## src/sv/sdlcg_pkg.sv

```systemverilog
// ---------------------------------------------------------------------------
// sdlcg_pkg
// Constants, types and modular helpers for the shuffled dual LCG generator.
// ---------------------------------------------------------------------------
package sdlcg_pkg;

    localparam int TABLE_ENTRIES = 32;
    localparam int IDX_W         = $clog2(TABLE_ENTRIES);
    localparam int VAL_W         = 31;
    localparam int MUL_W         = 16;
    localparam int PROD_W        = VAL_W + MUL_W;
    localparam int FOLD_W        = 8;

    localparam logic [VAL_W-1:0] MOD_A = 31'd2147483563;
    localparam logic [VAL_W-1:0] MOD_B = 31'd2147483399;
    localparam logic [MUL_W-1:0] MUL_A = 16'd40014;
    localparam logic [MUL_W-1:0] MUL_B = 16'd40692;

    // 2^31 is congruent to these values modulo each modulus
    localparam logic [FOLD_W-1:0] FOLD_A = FOLD_W'(32'h8000_0000 - 32'(MOD_A));
    localparam logic [FOLD_W-1:0] FOLD_B = FOLD_W'(32'h8000_0000 - 32'(MOD_B));

    localparam logic [VAL_W-1:0] RST_X     = 31'd1;
    localparam logic [VAL_W-1:0] RST_Y     = 31'd123456789;
    localparam logic [VAL_W-1:0] WRAP_SPAN = MOD_A - 31'd1;

    // warm-up: TABLE_ENTRIES + 8 steps of the first generator
    localparam int WARM_STEPS = TABLE_ENTRIES + 8;
    localparam int CNT_W      = $clog2(WARM_STEPS);

    // slot = last / SLOT_DIV via reciprocal multiply plus one correction
    localparam longint SLOT_DIV   = 64'd1 + (64'd2147483562 / TABLE_ENTRIES);
    localparam int     SLOT_SHIFT = 40;
    localparam longint SLOT_MUL   = (longint'(1) << SLOT_SHIFT) / SLOT_DIV;
    localparam int     SMUL_W     = $clog2(SLOT_MUL + 1);
    localparam int     PQ_W       = VAL_W + SMUL_W;
    localparam int     Q_W        = IDX_W + 1;
    localparam int     LIM_W      = Q_W + VAL_W;

    typedef struct packed {
        logic seed_load;
        logic mul;
        logic warm_red;
        logic draw_red;
        logic draw_out;
    } t_cmd;

    typedef struct packed {
        logic warm_last;
        logic out_free;
    } t_sts;

    // Reduce a 47-bit product modulo 2^31 - c
    function automatic logic [VAL_W-1:0] mod_fold(input logic [PROD_W-1:0] p,
                                                 input logic [VAL_W-1:0]  m,
                                                 input logic [FOLD_W-1:0] c);
        logic [MUL_W+FOLD_W-1:0] f;
        logic [VAL_W:0]          t;
        f = (MUL_W+FOLD_W)'(p[PROD_W-1:VAL_W]) * (MUL_W+FOLD_W)'(c);
        t = {1'b0, p[VAL_W-1:0]} + (VAL_W+1)'(f);
        if (t >= {1'b0, m}) begin
            t = t - {1'b0, m};
        end
        return t[VAL_W-1:0];
    endfunction

endpackage

```

## src/sv/sdlcg_ctrl.sv

```systemverilog
// ---------------------------------------------------------------------------
// sdlcg_ctrl
// Sequencer: accepts beats, runs the warm-up loop and the draw steps.
// ---------------------------------------------------------------------------
module sdlcg_ctrl (
    input  logic              i_clk,
    input  logic              i_rst_n,
    input  logic              i_valid,
    input  logic              i_kind,
    input  sdlcg_pkg::t_sts   i_sts,
    output sdlcg_pkg::t_cmd   o_cmd,
    output logic              o_stall
);

    localparam logic [2:0] S_IDLE = 3'd0;
    localparam logic [2:0] S_WMUL = 3'd1;
    localparam logic [2:0] S_WRED = 3'd2;
    localparam logic [2:0] S_DMUL = 3'd3;
    localparam logic [2:0] S_DRED = 3'd4;
    localparam logic [2:0] S_DOUT = 3'd5;

    logic [2:0] r_state;
    logic [2:0] n_state;
    logic       accept;

    assign accept  = (r_state == S_IDLE) && i_valid;
    assign o_stall = (r_state != S_IDLE);

    always_comb begin
        o_cmd           = '0;
        o_cmd.seed_load = accept && i_kind;
        o_cmd.mul       = (r_state == S_WMUL) || (r_state == S_DMUL);
        o_cmd.warm_red  = (r_state == S_WRED);
        o_cmd.draw_red  = (r_state == S_DRED);
        o_cmd.draw_out  = (r_state == S_DOUT) && i_sts.out_free;
    end

    always_comb begin
        n_state = r_state;
        case (r_state)
            S_IDLE: begin
                if (i_valid) begin
                    n_state = i_kind ? S_WMUL : S_DMUL;
                end
            end
            S_WMUL: n_state = S_WRED;
            S_WRED: n_state = i_sts.warm_last ? S_DMUL : S_WMUL;
            S_DMUL: n_state = S_DRED;
            S_DRED: n_state = S_DOUT;
            S_DOUT: begin
                if (i_sts.out_free) begin
                    n_state = S_IDLE;
                end
            end
            default: n_state = S_IDLE;
        endcase
    end

    always_ff @(posedge i_clk) begin
        if (!i_rst_n) begin
            r_state <= S_IDLE;
        end else begin
            r_state <= n_state;
        end
    end

endmodule

```

## src/sv/sdlcg_dp.sv

```systemverilog
// ---------------------------------------------------------------------------
// sdlcg_dp
// Datapath: both generators, shuffle table, slot index and output register.
// ---------------------------------------------------------------------------
module sdlcg_dp (
    input  logic                          i_clk,
    input  logic                          i_rst_n,
    input  sdlcg_pkg::t_cmd               i_cmd,
    input  logic [sdlcg_pkg::VAL_W-1:0]   i_seed,
    input  logic                          i_stall,
    output sdlcg_pkg::t_sts               o_sts,
    output logic                          o_valid,
    output logic [sdlcg_pkg::VAL_W-1:0]   o_value
);

    logic [sdlcg_pkg::VAL_W-1:0]  r_x;
    logic [sdlcg_pkg::VAL_W-1:0]  r_y;
    logic [sdlcg_pkg::VAL_W-1:0]  r_last;
    logic [sdlcg_pkg::CNT_W-1:0]  r_cnt;
    logic                         r_valid;
    logic [sdlcg_pkg::VAL_W-1:0]  r_value;

    logic [sdlcg_pkg::PROD_W-1:0] r_px;
    logic [sdlcg_pkg::PROD_W-1:0] r_py;
    logic [sdlcg_pkg::PQ_W-1:0]   r_pq;
    logic [sdlcg_pkg::IDX_W-1:0]  r_slot;
    logic [sdlcg_pkg::VAL_W-1:0]  r_rd;
    logic                         r_rd_vld;

    logic [sdlcg_pkg::VAL_W-1:0]  r_mem [sdlcg_pkg::TABLE_ENTRIES];
    logic [sdlcg_pkg::TABLE_ENTRIES-1:0] r_vld;

    logic [sdlcg_pkg::VAL_W-1:0]  seed_eff;
    logic [sdlcg_pkg::VAL_W-1:0]  x_red;
    logic [sdlcg_pkg::VAL_W-1:0]  y_red;
    logic [sdlcg_pkg::Q_W-1:0]    q_est;
    logic [sdlcg_pkg::Q_W-1:0]    q_nxt;
    logic [sdlcg_pkg::Q_W-1:0]    q_fix;
    logic [sdlcg_pkg::LIM_W-1:0]  lim;
    logic [sdlcg_pkg::IDX_W-1:0]  slot_c;
    logic [sdlcg_pkg::VAL_W-1:0]  rd_eff;
    logic [sdlcg_pkg::VAL_W:0]    diff;
    logic                         warm_wr;
    logic                         wr_en;
    logic [sdlcg_pkg::IDX_W-1:0]  wr_addr;
    logic [sdlcg_pkg::VAL_W-1:0]  wr_data;

    assign seed_eff = (i_seed == '0) ? sdlcg_pkg::VAL_W'(1) : i_seed;
    assign x_red    = sdlcg_pkg::mod_fold(r_px, sdlcg_pkg::MOD_A, sdlcg_pkg::FOLD_A);
    assign y_red    = sdlcg_pkg::mod_fold(r_py, sdlcg_pkg::MOD_B, sdlcg_pkg::FOLD_B);

    // estimate is never high and at most one low
    always_comb begin
        q_est = sdlcg_pkg::Q_W'(r_pq >> sdlcg_pkg::SLOT_SHIFT);
        q_nxt = q_est + sdlcg_pkg::Q_W'(1);
        lim   = sdlcg_pkg::LIM_W'(q_nxt) * sdlcg_pkg::LIM_W'(sdlcg_pkg::SLOT_DIV);
        q_fix = (sdlcg_pkg::LIM_W'(r_last) >= lim) ? q_nxt : q_est;
        if (q_fix >= sdlcg_pkg::Q_W'(sdlcg_pkg::TABLE_ENTRIES)) begin
            slot_c = sdlcg_pkg::IDX_W'(sdlcg_pkg::TABLE_ENTRIES - 1);
        end else begin
            slot_c = q_fix[sdlcg_pkg::IDX_W-1:0];
        end
    end

    // unwritten slots read as zero
    always_comb begin
        rd_eff = r_rd_vld ? r_rd : '0;
        diff   = {1'b0, rd_eff} - {1'b0, r_y};
        if (diff[sdlcg_pkg::VAL_W] || (diff == '0)) begin
            diff = diff + {1'b0, sdlcg_pkg::WRAP_SPAN};
        end
    end

    assign warm_wr = (r_cnt < sdlcg_pkg::CNT_W'(sdlcg_pkg::TABLE_ENTRIES));
    assign wr_en   = (i_cmd.warm_red && warm_wr) || i_cmd.draw_out;
    assign wr_addr = i_cmd.draw_out ? r_slot : r_cnt[sdlcg_pkg::IDX_W-1:0];
    assign wr_data = i_cmd.draw_out ? r_x : x_red;

    always_ff @(posedge i_clk) begin
        if (wr_en) begin
            r_mem[wr_addr] <= wr_data;
        end
        if (i_cmd.draw_red) begin
            r_rd <= r_mem[slot_c];
        end
    end

    always_ff @(posedge i_clk) begin
        if (i_cmd.mul) begin
            r_px <= sdlcg_pkg::PROD_W'(r_x) * sdlcg_pkg::PROD_W'(sdlcg_pkg::MUL_A);
            r_py <= sdlcg_pkg::PROD_W'(r_y) * sdlcg_pkg::PROD_W'(sdlcg_pkg::MUL_B);
            r_pq <= sdlcg_pkg::PQ_W'(r_last) * sdlcg_pkg::PQ_W'(sdlcg_pkg::SLOT_MUL);
        end
        if (i_cmd.draw_red) begin
            r_slot <= slot_c;
        end
        if (i_cmd.draw_out) begin
            r_value <= diff[sdlcg_pkg::VAL_W-1:0];
        end
    end

    always_ff @(posedge i_clk) begin
        if (!i_rst_n) begin
            r_x      <= sdlcg_pkg::RST_X;
            r_y      <= sdlcg_pkg::RST_Y;
            r_last   <= '0;
            r_cnt    <= '0;
            r_vld    <= '0;
            r_rd_vld <= 1'b0;
            r_valid  <= 1'b0;
        end else begin
            if (i_cmd.seed_load) begin
                r_x   <= seed_eff;
                r_y   <= seed_eff;
                r_cnt <= sdlcg_pkg::CNT_W'(sdlcg_pkg::WARM_STEPS - 1);
            end
            if (i_cmd.warm_red) begin
                r_x   <= x_red;
                r_cnt <= r_cnt - sdlcg_pkg::CNT_W'(1);
                if (r_cnt == '0) begin
                    r_last <= x_red;
                end
            end
            if (i_cmd.draw_red) begin
                r_x      <= x_red;
                r_y      <= y_red;
                r_rd_vld <= r_vld[slot_c];
            end
            if (wr_en) begin
                r_vld[wr_addr] <= 1'b1;
            end
            if (i_cmd.draw_out) begin
                r_last  <= diff[sdlcg_pkg::VAL_W-1:0];
                r_valid <= 1'b1;
            end else if (!i_stall) begin
                r_valid <= 1'b0;
            end
        end
    end

    assign o_sts.warm_last = (r_cnt == '0);
    assign o_sts.out_free  = !r_valid || !i_stall;
    assign o_valid         = r_valid;
    assign o_value         = r_value;

endmodule

```

## src/sv/shuffled_dual_lcg_uniform_rng_top.sv

```systemverilog
// ---------------------------------------------------------------------------
// shuffled_dual_lcg_uniform_rng_top
// Combined two-LCG uniform generator with a shuffle table.
// ---------------------------------------------------------------------------
// channel  direction  handshake           payload
// input    in         i_valid / o_stall   i_kind, i_seed
// output   out        o_valid / i_stall   o_value
//
// Draw: after accept the steps are multiply, fold plus slot index and table
// read, and combine into the output register; then the next beat is taken.
// Reseed: 40 warm-up steps, each a multiply and a fold, on top.
// Synchronous reset clears the state; the table reads as zero until written.
// The next beat is taken while a result still waits; a stalled result holds
// the block in its final step.
module shuffled_dual_lcg_uniform_rng_top (
    input  logic                        i_clk,
    input  logic                        i_rst_n,
    input  logic                        i_valid,
    input  logic                        i_kind,
    input  logic [sdlcg_pkg::VAL_W-1:0] i_seed,
    output logic                        o_stall,
    output logic                        o_valid,
    output logic [sdlcg_pkg::VAL_W-1:0] o_value,
    input  logic                        i_stall
);

    sdlcg_pkg::t_cmd cmd;
    sdlcg_pkg::t_sts sts;

    sdlcg_ctrl u_ctrl (
        .i_clk   (i_clk),
        .i_rst_n (i_rst_n),
        .i_valid (i_valid),
        .i_kind  (i_kind),
        .i_sts   (sts),
        .o_cmd   (cmd),
        .o_stall (o_stall)
    );

    sdlcg_dp u_dp (
        .i_clk   (i_clk),
        .i_rst_n (i_rst_n),
        .i_cmd   (cmd),
        .i_seed  (i_seed),
        .i_stall (i_stall),
        .o_sts   (sts),
        .o_valid (o_valid),
        .o_value (o_value)
    );

endmodule

```

## config.mk

```make
export PLATFORM = sky130hd
export DESIGN_NAME = shuffled_dual_lcg_uniform_rng_top
export DESIGN_NICKNAME = d
export VERILOG_FILES = /design/src/sv/sdlcg_pkg.sv /design/src/sv/sdlcg_ctrl.sv /design/src/sv/sdlcg_dp.sv /design/src/sv/shuffled_dual_lcg_uniform_rng_top.sv
export SDC_FILE = /design/constraint.sdc
export NUM_CORES = 2
export LEC_CHECK = 0
export BUFFER_PORTS_ARGS = -buffer_cell sky130_fd_sc_hd__buf_2
export CAP_MARGIN = 20
export CELL_PAD_IN_SITES_DETAIL_PLACEMENT = 0
export CELL_PAD_IN_SITES_GLOBAL_PLACEMENT = 1
export CORE_ASPECT_RATIO = 0.75
export CORE_UTILIZATION = 53
export DETAILED_ROUTE_END_ITERATION = 12
export GPL_ROUTABILITY_DRIVEN = 0
export GPL_TIMING_DRIVEN = 0
export PLACE_DENSITY = 0.78
export SYNTH_ARGS = -nofsm -noshare
export SYNTH_HDL_FRONTEND = slang
export SYNTH_HIERARCHICAL = 1
export SYNTH_SLANG_ARGS = --single-unit
```

## constraint.sdc

```tcl
create_clock -name i_clk -period 10.69 [get_ports i_clk]
set_clock_uncertainty 0.2 [all_clocks]
set_input_delay 2.138 -clock i_clk [delete_from_list [all_inputs] [get_ports i_clk]]
set_output_delay 2.138 -clock i_clk [all_outputs]
set_load 0.05 [all_outputs]
```

==> flow_summary.json <==
{
  "crit_path_max_fanout": 10,
  "ys_warn_count": 6,
  "synth-adder-area-share_pct": 20.8,
  "initial_core_util_pct": 53.4,
  "setup_total_negative_slack_ns": 0,
  "synth_edf_count": 1155,
  "synth_top_cell_by_area": "edfxtp_1",
  "synth_area_leaders": "edfxtp_1 (45%), fa_1 (12%), ha_1 (8.7%)",
  "grt_pass1_vias": 50675,
  "numPortBuffers": 68,
  "slew_headroom_pct": 17.1,
  "grt_max_degree": 33,
  "seq_area_frac_synth_pct": 48.3,
  "hold-path-cell-count": 2,
  "ys_top_cells_by_count": "edfxtp_1 (1155), inv_1 (738), nand2_1 (726)",
  "path_class": "reg2reg",
  "r2r_end": "u_dp/r_rd[6]",
  "syn_nets": 7415,
  "yosys_register_bits": 1291,
  "rsz0062_at_grt": "false",
  "worst_slew_pin_slew_ns": 1.24,
  "r2r_cells": 38,
  "status": "complete, no violations",
  "fmax_mhz": 97.2,
  "drc": 0,
  "detail_route.wl_per_cell_um": 25.9,
  "syn_area_mm2": 0.0774,
  "required_ns": 10.95,
  "antenna_found_initial": 7,
  "clk_latency_ns": 0.80,
  "crit_slowest_cell": "or4_1",
  "cp-start-kind": "register",
  "hold_viol": 0,
  "first_pass_iters": 6,
  "synth-compound-area-share_pct": 8.92,
  "h-tree-depth": 4,
  "routed_via_density": 6.12,
  "core_mm2": 0.145,
  "synth_top_family_by_area": "adder cells",
  "overflow": 0,
  "clk_path_buf_depth": 3,
  "drt_iter0_markers": 6550,
  "die_w_um": 443,
  "cpPeakStageDelay_ns": 0.71,
  "detail-route-antenna-nets": 0,
  "grt_usage_pct": 30.4,
  "path_clk_slew_ns": 0.06,
  "yosysMostFrequentCell": "edfxtp_1",
  "drt_wl_total_mm": 224,
  "netlist_instances": 6373,
  "slew_violations": 0,
  "rows": 121,
  "async_flop_share_pct": 0,
  "reg2reg_slack_ns": 0.40,
  "critical_path_arrival_ns": 10.55,
  "cts_buffers": 131,
  "multiInputGateArea_mm2": 0.0367,
  "min_to": "u_dp/r_vld[7]",
  "syn_avg_cell_area_um2": 12.2,
  "period_share_pct": 96.2,
  "clock-sinks": 1291,
  "hold_path.class": "reg2reg",
  "synth.area.mux_share_pct": 4.53,
  "yosysTopAreaCellShare_pct": 44.8,
  "max_cap_viol_count": 0,
  "ys.flop_type": "edfxtp_1",
  "critPathLaunch": "u_dp/r_pq[40]",
  "fin_util_pct": 59.3,
  "crit_top_cell": "ha_1",
  "layout-drive-gt1-share_pct": 9.08,
  "fp.dieH_um": 333,
  "finalNonFillerCells": 8646,
  "setup_viol": 0,
  "cts_tree": "built",
  "synth-xor-area-share_pct": 2.52,
  "placed_cells": 8397,
  "hold_path.startpoint": "u_dp/r_vld[7]",
  "cts-root-buf": "clkbuf_16",
  "dp_hpwl_mm": 171,
  "die-area_mm2": 0.148,
  "grt_pass1_wl_mm": 332,
  "nets": 7676,
  "synth_simple_gate_area_share_pct": 10.1,
  "ios": 69,
  "regArea_mm2": 0.0374,
  "dr_total_vias": 52943,
  "synth_cell_types": 103,
  "regToRegStartpoint": "u_dp/r_pq[40]",
  "crit_path_end_kind": "register",
  "min_period_ns": 10.29,
  "syn_to_final_growth_pct": 11.0,
  "fill_cells": 11569
}
-- sequential cells by signal, summed over array words and instances, names as in the netlist, 31 cells and up --
signal and count:
u_dp/r_y 31, u_dp/r_mem 992, u_dp/o_value 31, u_dp/r_x 31, u_dp/r_last 31, u_dp/r_rd 31
u_dp/r_px 46, u_dp/r_py 45, u_dp/r_vld 32
-- worst max-delay path: cells and delay by family, from the launching register on --
family / cells / cell delay (ns)
buffers and inverters: 8 / 1.62
flip-flops: 1 / 0.49
AO/OA/AOI/OAI: 12 / 2.41
AND/OR/NAND/NOR: 9 / 2.27
adder cells (fa/ha/maj): 6 / 2.27
XOR/XNOR: 3 / 0.64
-- layout make-up --
type / count / share of cell area (%)
sequential: 1291 / 43.5
multi-input combinational: 4100 / 42.7
clock buffer: 171 / 4.07
inverter: 744 / 3.25
tap: 1906 / 2.77
timing repair buffer: 128 / 1.74
buffer: 238 / 1.18
clock inverter: 65 / 0.737
antenna: 3 / 0.00873
-- what timing repair did --
| action | 4_1_cts | 5_1_grt |
|---|---|---|
| endpoints found under the hold margin | 0 | 0 |
| hold buffers | 0 | 0 |
| gates resized for setup | 23 | 21 |
| pin swaps | 0 | 1 |
| setup endpoints to repair | 32 | 32 |
| buffers inserted | 0 | 8 |
-- cells in the final DEF, fill, tap and decap left out, types with 31 or more instances in the layout --
master / n
a211oi_1: 60
a21o_1: 110
a21oi_1: 252
a22oi_1: 65
a311oi_1: 67
and2_1: 65
and3_1: 99
buf_2: 91
clkbuf_1: 210
clkbuf_16: 134
dfxtp_1: 136
edfxtp_1: 1155
fa_1: 465
ha_1: 541
inv_1: 738
mux2i_1: 39
mux4_2: 124
nand2_1: 726
nand2b_1: 38
nand3_1: 243
nor2_1: 230
nor2_4: 34
nor3_1: 51
o211ai_1: 31
o21a_1: 34
o21ai_0: 120
o21bai_1: 36
or4_1: 38
xnor2_1: 139
xor2_1: 80
-- per-stage QoR --
step / hold WS, ns / cell area [µm²] / worst slack (ns)
after CTS: 0.264 / 85800 / 0.00539
after detailed placement: 0.250 / 81600 / -0.677
after global placement: 0.242 / 80200 / -0.936
after floorplan: 0.232 / 77400 / 2.09
final: 0.269 / 86000 / 0.404
after global routing: 0.305 / 86000 / 0.0317
-- metal layers --
layer,part of all wire (%),routed length (µm),vias up,track usage [%]
li1,-,-,23335,-
met3,10,23400,350,6.42
met2,41,92000,2612,42.3
met5,0.035,78,-,0
met1,46,102000,26634,47.8
met4,2.8,6240,12,8.35
-- cell families (layout without fill, tap and decap cells) --
| kind of cell | Yosys count | count (layout) |
|---|---|---|
| and+or+nand+nor | 1679 | 1679 |
| DFF | 1291 | 1291 |
| adders and majority gates | 1006 | 1006 |
| AOI/OAI and AO/OA | 1001 | 1001 |
| buffers and inverters | 982 | 1346 |
| xor gates and xnor gates | 222 | 222 |
| muxes | 192 | 192 |
| other | 0 | 3 |
-- how the worst max path moves through the flow --
stage                     slack [ns]             to  cells after the start
after floorplan                 2.09  u_dp/r_rd[21]                     33
after global placement         -0.94  u_dp/r_rd[24]                     32
after detailed placement       -0.68  u_dp/r_rd[23]                     33
after CTS                      0.005   u_dp/r_rd[9]                     32
after global routing            0.03   u_dp/r_rd[6]                     38
final                           0.40   u_dp/r_rd[6]                     38
Power is left out: the tool's default activity adds up to more than one toggle a clock period on the data nets, which glitch-free logic cannot reach.
